**src/arit_pkg.sv**
```systemverilog
// shared constants, codes and types for the aged reply id table
// used by arit_match, the top level and the checker; depends on nothing

package arit_pkg;

    localparam int BANKS   = 2;
    localparam int ENTRIES = 16;
    localparam int SLOTS   = BANKS * ENTRIES;

    localparam int BANK_W   = $clog2(BANKS);
    localparam int ENT_W    = (ENTRIES > 1) ? $clog2(ENTRIES) : 1;
    localparam int SLOT_W   = $clog2(SLOTS);
    localparam int ID_W     = 32;
    localparam int TIME_W   = 32;
    localparam int AGE_W    = 16;
    localparam int STATUS_W = 3;
    localparam int RAM_W    = ID_W + TIME_W;

    localparam logic [AGE_W-1:0] AGE_RESET = 16'd60;

    localparam logic CMD_INSERT = 1'b0;
    localparam logic CMD_TAKE   = 1'b1;

    localparam logic [STATUS_W-1:0] ST_INSERTED  = 3'd0;
    localparam logic [STATUS_W-1:0] ST_DUPLICATE = 3'd1;
    localparam logic [STATUS_W-1:0] ST_BUSY      = 3'd2;
    localparam logic [STATUS_W-1:0] ST_TAKEN     = 3'd3;
    localparam logic [STATUS_W-1:0] ST_NOT_FOUND = 3'd4;

    typedef struct packed {
        logic              clear;
        logic              vld;
        logic              in_cur;
        logic              slot_vld;
        logic [BANK_W-1:0] bank;
        logic [ENT_W-1:0]  ent;
        logic [SLOT_W-1:0] idx;
    } cmp_t;

    typedef struct packed {
        logic              found;
        logic [BANK_W-1:0] found_bank;
        logic [ENT_W-1:0]  found_ent;
        logic              free;
        logic [ENT_W-1:0]  free_ent;
        logic [SLOT_W-1:0] free_idx;
        logic              recent;
    } match_t;

endpackage

```
**src/arit_ram.sv**
```systemverilog
// generic single-clock ram, one write port and one registered read port
// no dependencies

module arit_ram #(
    parameter int WIDTH = 8,
    parameter int DEPTH = 2
) (
    input  logic                                       clk,
    input  logic                                       we,
    input  logic [((DEPTH > 1) ? $clog2(DEPTH) : 1)-1:0] waddr,
    input  logic [WIDTH-1:0]                           wdata,
    input  logic [((DEPTH > 1) ? $clog2(DEPTH) : 1)-1:0] raddr,
    output logic [WIDTH-1:0]                           rdata
);

    logic [WIDTH-1:0] mem_reg [DEPTH];
    logic [WIDTH-1:0] rdata_reg;

    always_ff @(posedge clk)
    begin
        if (we)
        begin
            mem_reg[waddr] <= wdata;
        end
        rdata_reg <= mem_reg[raddr];
    end

    assign rdata = rdata_reg;

endmodule

```
**src/arit_match.sv**
```systemverilog
// compare stage of the table scan: id match, first free slot, recent entry
// depends on arit_pkg

module arit_match (
    input  logic                            clk,
    input  logic                            rst_n,
    input  arit_pkg::cmp_t                  cmp,
    input  logic [arit_pkg::RAM_W-1:0]      rdata,
    input  logic [arit_pkg::ID_W-1:0]       id,
    input  logic [arit_pkg::TIME_W-1:0]     now,
    input  logic [arit_pkg::AGE_W-1:0]      age_limit,
    output arit_pkg::match_t                match
);

    arit_pkg::match_t              match_reg;
    arit_pkg::match_t              match_next;
    logic [arit_pkg::ID_W-1:0]     slot_id;
    logic [arit_pkg::TIME_W-1:0]   slot_stamp;
    logic [arit_pkg::TIME_W-1:0]   age;

    assign slot_id    = rdata[arit_pkg::RAM_W-1:arit_pkg::TIME_W];
    assign slot_stamp = rdata[arit_pkg::TIME_W-1:0];
    assign age        = now - slot_stamp;

    always_comb
    begin
        match_next = match_reg;
        if (cmp.clear)
        begin
            match_next = '0;
        end
        else if (cmp.vld)
        begin
            if (cmp.slot_vld && slot_id == id && !match_reg.found)
            begin
                match_next.found      = 1'b1;
                match_next.found_bank = cmp.bank;
                match_next.found_ent  = cmp.ent;
            end
            if (cmp.in_cur && !cmp.slot_vld && !match_reg.free)
            begin
                match_next.free     = 1'b1;
                match_next.free_ent = cmp.ent;
                match_next.free_idx = cmp.idx;
            end
            if (cmp.in_cur && age < {{(arit_pkg::TIME_W-arit_pkg::AGE_W){1'b0}}, age_limit})
            begin
                match_next.recent = 1'b1;
            end
        end
    end

    always_ff @(posedge clk or negedge rst_n)
    begin
        if (!rst_n)
        begin
            match_reg <= '0;
        end
        else
        begin
            match_reg <= match_next;
        end
    end

    assign match = match_reg;

endmodule

```
**src/aged_reply_id_table.sv**
```systemverilog
// top level of the aged reply id table: sequencer, valid bits, bank pointer
// depends on arit_pkg, arit_ram and arit_match

// usage:
// a transaction is accepted at a rising edge with start high and busy low;
// cmd, reply_id and now_seconds are sampled at that edge. cmd 0 inserts the
// id, cmd 1 takes it. busy stays high while the transaction is worked on.
// the block scans every slot of every bank through the slot memory, one
// slot per cycle, and then passes a drain and a finish state. the result
// (status, bank_rotated) is shown for one cycle with done high; busy is
// already low in that cycle, so the next transaction may be accepted
// then. the receiver cannot stall. age_limit is written through
// cfg_wr_en / cfg_wr_data; the user must write it only while idle, the
// block itself does not enforce this.
// reset clears the slot valid bits, the current bank pointer and the
// sequencer and loads age_limit with 60; slot memory contents are not
// cleared and no clearing pass runs.

module aged_reply_id_table (
    input  logic                              clk,
    input  logic                              rst_n,
    input  logic                              start,
    output logic                              busy,
    input  logic                              cmd,
    input  logic [arit_pkg::ID_W-1:0]         reply_id,
    input  logic [arit_pkg::TIME_W-1:0]       now_seconds,
    input  logic                              cfg_wr_en,
    input  logic [arit_pkg::AGE_W-1:0]        cfg_wr_data,
    output logic                              done,
    output logic [arit_pkg::STATUS_W-1:0]     status,
    output logic                              bank_rotated
);

    localparam logic [1:0] S_IDLE   = 2'd0;
    localparam logic [1:0] S_SCAN   = 2'd1;
    localparam logic [1:0] S_DRAIN  = 2'd2;
    localparam logic [1:0] S_FINISH = 2'd3;

    logic [1:0]                     state_reg, state_next;
    logic [arit_pkg::SLOT_W-1:0]    rd_idx_reg, rd_idx_next;
    logic [arit_pkg::BANK_W-1:0]    rd_bank_reg, rd_bank_next;
    logic [arit_pkg::ENT_W-1:0]     rd_ent_reg, rd_ent_next;
    logic [arit_pkg::BANK_W-1:0]    cur_bank_reg, cur_bank_next;
    logic [arit_pkg::SLOT_W-1:0]    cur_base_reg, cur_base_next;
    logic [arit_pkg::ENTRIES-1:0]   valid_reg [arit_pkg::BANKS];
    logic [arit_pkg::ENTRIES-1:0]   valid_next [arit_pkg::BANKS];
    logic                           cmd_reg, cmd_next;
    logic [arit_pkg::ID_W-1:0]      id_reg, id_next;
    logic [arit_pkg::TIME_W-1:0]    now_reg, now_next;
    logic [arit_pkg::AGE_W-1:0]     age_limit_reg, age_limit_next;
    arit_pkg::cmp_t                 cmp_reg, cmp_next;
    logic                           done_reg, done_next;
    logic [arit_pkg::STATUS_W-1:0]  status_reg, status_next;
    logic                           rot_reg, rot_next;

    logic                           accept;
    logic                           ram_we;
    logic [arit_pkg::SLOT_W-1:0]    ram_waddr;
    logic [arit_pkg::RAM_W-1:0]     ram_rdata;
    logic [arit_pkg::BANK_W-1:0]    next_bank;
    logic [arit_pkg::SLOT_W-1:0]    next_base;
    arit_pkg::match_t               match;

    assign accept = start && (state_reg == S_IDLE);

    assign next_bank = (cur_bank_reg == arit_pkg::BANK_W'(arit_pkg::BANKS - 1))
                       ? '0 : cur_bank_reg + 1'b1;
    assign next_base = (cur_bank_reg == arit_pkg::BANK_W'(arit_pkg::BANKS - 1))
                       ? '0 : cur_base_reg + arit_pkg::SLOT_W'(arit_pkg::ENTRIES);

    arit_ram #(
        .WIDTH (arit_pkg::RAM_W),
        .DEPTH (arit_pkg::SLOTS)
    ) u_slot_ram (
        .clk   (clk),
        .we    (ram_we),
        .waddr (ram_waddr),
        .wdata ({id_reg, now_reg}),
        .raddr (rd_idx_reg),
        .rdata (ram_rdata)
    );

    arit_match u_match (
        .clk       (clk),
        .rst_n     (rst_n),
        .cmp       (cmp_reg),
        .rdata     (ram_rdata),
        .id        (id_reg),
        .now       (now_reg),
        .age_limit (age_limit_reg),
        .match     (match)
    );

    always_comb
    begin
        state_next     = state_reg;
        rd_idx_next    = rd_idx_reg;
        rd_bank_next   = rd_bank_reg;
        rd_ent_next    = rd_ent_reg;
        cur_bank_next  = cur_bank_reg;
        cur_base_next  = cur_base_reg;
        valid_next     = valid_reg;
        cmd_next       = cmd_reg;
        id_next        = id_reg;
        now_next       = now_reg;
        age_limit_next = cfg_wr_en ? cfg_wr_data : age_limit_reg;
        done_next      = 1'b0;
        status_next    = status_reg;
        rot_next       = rot_reg;
        ram_we         = 1'b0;
        ram_waddr      = match.free_idx;

        cmp_next          = '0;
        cmp_next.clear    = accept;
        cmp_next.vld      = (state_reg == S_SCAN);
        cmp_next.in_cur   = (rd_bank_reg == cur_bank_reg);
        cmp_next.slot_vld = valid_reg[rd_bank_reg][rd_ent_reg];
        cmp_next.bank     = rd_bank_reg;
        cmp_next.ent      = rd_ent_reg;
        cmp_next.idx      = rd_idx_reg;

        unique case (state_reg)
            S_IDLE:
            begin
                if (accept)
                begin
                    cmd_next     = cmd;
                    id_next      = reply_id;
                    now_next     = now_seconds;
                    rd_idx_next  = '0;
                    rd_bank_next = '0;
                    rd_ent_next  = '0;
                    state_next   = S_SCAN;
                end
            end
            S_SCAN:
            begin
                rd_idx_next = rd_idx_reg + 1'b1;
                if (rd_ent_reg == arit_pkg::ENT_W'(arit_pkg::ENTRIES - 1))
                begin
                    rd_ent_next  = '0;
                    rd_bank_next = rd_bank_reg + 1'b1;
                end
                else
                begin
                    rd_ent_next = rd_ent_reg + 1'b1;
                end
                if (rd_idx_reg == arit_pkg::SLOT_W'(arit_pkg::SLOTS - 1))
                begin
                    state_next = S_DRAIN;
                end
            end
            S_DRAIN:
            begin
                state_next = S_FINISH;
            end
            S_FINISH:
            begin
                state_next = S_IDLE;
                done_next  = 1'b1;
                rot_next   = 1'b0;
                if (cmd_reg == arit_pkg::CMD_INSERT)
                begin
                    priority if (match.found)
                    begin
                        status_next = arit_pkg::ST_DUPLICATE;
                    end
                    else if (match.free)
                    begin
                        ram_we      = 1'b1;
                        ram_waddr   = match.free_idx;
                        valid_next[cur_bank_reg][match.free_ent] = 1'b1;
                        status_next = arit_pkg::ST_INSERTED;
                    end
                    else if (match.recent)
                    begin
                        status_next = arit_pkg::ST_BUSY;
                    end
                    else
                    begin
                        ram_we                   = 1'b1;
                        ram_waddr                = next_base;
                        valid_next[next_bank]    = '0;
                        valid_next[next_bank][0] = 1'b1;
                        cur_bank_next            = next_bank;
                        cur_base_next            = next_base;
                        rot_next                 = 1'b1;
                        status_next              = arit_pkg::ST_INSERTED;
                    end
                end
                else
                begin
                    if (match.found)
                    begin
                        valid_next[match.found_bank][match.found_ent] = 1'b0;
                        status_next = arit_pkg::ST_TAKEN;
                    end
                    else
                    begin
                        status_next = arit_pkg::ST_NOT_FOUND;
                    end
                end
            end
            default:
            begin
                state_next = S_IDLE;
            end
        endcase
    end

    always_ff @(posedge clk or negedge rst_n)
    begin
        if (!rst_n)
        begin
            state_reg     <= S_IDLE;
            cur_bank_reg  <= '0;
            cur_base_reg  <= '0;
            age_limit_reg <= arit_pkg::AGE_RESET;
            cmp_reg       <= '0;
            done_reg      <= 1'b0;
            for (int b = 0; b < arit_pkg::BANKS; b++)
            begin
                valid_reg[b] <= '0;
            end
        end
        else
        begin
            state_reg     <= state_next;
            cur_bank_reg  <= cur_bank_next;
            cur_base_reg  <= cur_base_next;
            age_limit_reg <= age_limit_next;
            cmp_reg       <= cmp_next;
            done_reg      <= done_next;
            valid_reg     <= valid_next;
        end
    end

    always_ff @(posedge clk)
    begin
        rd_idx_reg  <= rd_idx_next;
        rd_bank_reg <= rd_bank_next;
        rd_ent_reg  <= rd_ent_next;
        cmd_reg     <= cmd_next;
        id_reg      <= id_next;
        now_reg     <= now_next;
        status_reg  <= status_next;
        rot_reg     <= rot_next;
    end

    assign busy         = (state_reg != S_IDLE);
    assign done         = done_reg;
    assign status       = status_reg;
    assign bank_rotated = rot_reg;

endmodule

```
**config.mk**
```make
export PLATFORM = sky130hd
export DESIGN_NAME = aged_reply_id_table
export DESIGN_NICKNAME = d
export VERILOG_FILES = /design/src/arit_pkg.sv /design/src/arit_ram.sv /design/src/arit_match.sv /design/src/aged_reply_id_table.sv
export SDC_FILE = /design/constraint.sdc
export NUM_CORES = 2
export LEC_CHECK = 0
export ABC_AREA = 1
export BUFFER_PORTS_ARGS = -buffer_cell sky130_fd_sc_hd__buf_2
export CORE_UTILIZATION = 46
export DETAILED_ROUTE_END_ITERATION = 8
export PLACE_DENSITY = 0.73
export SETUP_SLACK_MARGIN = 0.2
export SYNTH_ARGS = -nofsm -noshare
export SYNTH_HDL_FRONTEND = slang
export SYNTH_SLANG_ARGS = --single-unit
```
**constraint.sdc**
```tcl
create_clock -name clk -period 12 [get_ports clk]
set_clock_uncertainty 0.1 [all_clocks]
set_input_delay 0 -clock clk [delete_from_list [all_inputs] [get_ports clk]]
set_output_delay 0 -clock clk [all_outputs]
set_load 0.005 [all_outputs]
```
==> run_results.csv <==
group,metric,value,unit
route,vias,62203,
die,die_h,447,microns
power_and_ir_drop,leakage,0.0350,uW
critical_path,arrival,5180,ps
die,coreArea,197000,sq um
synth,syn_area,91300,sq um
sta,rsz0062_at_grt,"no",
synth,syn_inst,7334,
critical_path,cp-start-kind,"register",
critical_path,worstPathRequired,12360,ps
power_and_ir_drop,power_density,241,nW/um^2
power_and_ir_drop,irDropWorstVdd,0.315,mV
route,routed_wl,256,mm
grt,gr-total-overflow,0,
clock_tree,post_cts_buffers,0,
die,fp-row-count,163,
synth,synth_cell_types,58,
run,max_cap_violations,0,
sta,tns,0,ps
sta,max_freq,0.207,GHz
sta,fin_crit_sh,40.2,%
synth,ys.flop_type,"edfxtp_1",
clock_tree,cts.sinks,2279,
clock_tree,clk_latency,890,ps
clock_tree,htreeDepth,4,
sta,hold_ws,223,ps
clock_tree,cts_hold_buf,198,
route,wl_per_cell,24.7,microns
finish,syn2layout_area_growth,13.7,%
die,die_w,447,microns
synth,synth_seq_cells,2279,
critical_path,crit_fanout,41,
grt,grt_pass1_wl,376,mm
synth,ys_async_sr_fraction,3.86,%
grt,antenna_found_initial,14,
finish,nets,7663,
sta,setup_viol,0,
grt,grt_max_degree,241,
synth,yosys_warnings,0,
finish,largest_reg_flops,2048,
clock_tree,clk_pin_slew_worst_paths,70,ps
sta,relSlewSlack,4.52,%
grt,groute.usage.overall,25.0,%
die,dieArea,200000,sq um
grt,grt_pass1_vias,59505,
hold_path,hp-class,"input port to asynchronous set/reset pin",
place,portBuffers,90,
outcome,status,"finished clean",
route,first_iter_violations,9604,
route,avgViaCountPerCell,6.00,
place,dp_hpwl,129,mm
die,io_pins,91,
sta,finalCriticalPeriod,4820,ps
critical_path,end_kind,"register",
synth,ys_seq_area_share,73.8,%
synth,synth_edf_count,2127,
place,gp_congestion,0.871,
clock_tree,clk_path_buf_depth,3,
clock_tree,numCtsBuffers,219,
die,initial_core_util,46.3,%
critical_path,crit_type,"register to register",
sta,hold_violations,0,
route,drtPass1Iterations,6,
sta,tightest_slew,1430,ps
power_and_ir_drop,p_total,25100,uW
finish,final_common_cell,"edfxtp_1",
clock_tree,cts.repair.resized,0,
clock_tree,cts_tree,"yes",
synth,syn_area_per_cell,12.4,sq um
finish,final_cell_mix,"2,127 x edfxtp_1, 1,345 x nor2_1, 1,236 x o21ai_0, 640 x nand2_1, 621 x o22ai_1",
synth,synth_nets,7473,
clock_tree,root_buffer,"clkbuf_16",
sta,maxSlewViolCount,0,
route,drcViolationCount,0,
route,postRouteAntennaNets,0,
finish,layout-drive-gt1-share,8.54,%
[metrics by stage]
step / utilization, % / instances / area, sq um / setup slack (ps)
3_5_place_dp: 47.8 / 9745 / 94300 / 7320
5_1_grt: 52.6 / 10362 / 104000 / 6880
2_1_floorplan: - / 7334 / 91300 / 7270
3_3_place_gp: 47.8 / 9745 / 94300 / 7360
6_report: 52.6 / 10364 / 104000 / 7180
4_1_cts: 52.6 / 10358 / 104000 / 7280
[area by class of cell]
| class | count | area (sq um) |
|---|---|---|
| fill | 15899 | 93400 |
| clock buffer | 259 | 5690 |
| clock inverter | 156 | 1740 |
| tap | 2640 | 3300 |
| multi-input combinational | 4319 | 21000 |
| timing repair buffer | 431 | 3600 |
| inverter | 274 | 1070 |
| antenna | 6 | 15.0 |
| sequential | 2279 | 67400 |
[worst paths after layout]
path	from	endpoint	slack (ps)	cells after the start
setup / recovery	cmd_reg	u_slot_ram.mem_reg[14][2]	7180	10
setup reg to reg	cmd_reg	u_slot_ram.mem_reg[14][2]	7180	10
min in group clk	now_seconds[29]	now_reg[29]	260	3
hold / removal	rst_n	age_limit_reg[8]	220	3
hold reg to reg	rd_ent_reg[3]	cmp_reg[8]	360	0
max in group asynchronous	rst_n	cur_base_reg[0]	10120	4
[power by group]
group / total (uW) / switching, uW / internal [uW]
registers: 9640 / 285 / 9350
logic: 8370 / 6020 / 2340
clock network: 7050 / 3090 / 3970
total: 25100 / 9390 / 15700
[worst max-delay path, cell delays in order (launching register included)]
cell	delay [ps]
edfxtp_1	660
nor2_4	200
inv_2	60
nor3_4	140
nand2_2	140
nor2_4	150
nand2_1	70
o21ai_0	130
nand2_1	510
nor2_4	1200
buf_4	930
[cell families (layout without fill, tap and decap cells)]
kind of cell | after synthesis | after routing | share of synthesized area (%)
buf+inv | 736 | 1120 | 3.45
mux | 1 | 1 | 0.0123
simple gates | 2135 | 2135 | 9.04
fa+ha+maj | 54 | 54 | 0.748
xor+xnor | 31 | 31 | 0.297
compound gates | 2098 | 2098 | 12.7
flops | 2279 | 2279 | 73.8
other cells | 0 | 6 | 0
[layer usage]
layer | track usage (%) | routed length [microns] | up-vias
li1 | - | - | 27074
met1 | 33.6 | 95800 | 30380
met2 | 40.3 | 121000 | 4109
met3 | 4.81 | 29600 | 634
met4 | 9.77 | 9580 | 6
met5 | 0 | 39 | -
[Yosys cell counts (all sizes together) (5+ instances only)]
master  number  share of area (%)
nand3       78               0.43
edfxtp    2127                 70
nand4        9              0.062
o22ai      622                4.3
ha          53               0.73
dfxtp       64                1.4
nor2      1384                5.7
o21ai     1330                7.3
o31ai       39               0.39
nand2      647                2.7
nor3         5              0.045
xor2        21               0.20
a21oi       82               0.46
dfrtp       84                2.3
inv        271                1.1
clkbuf     289                1.2
buf        173                1.1
xnor2       10              0.096
No activity file was read; power rests on OpenSTA's default activity.
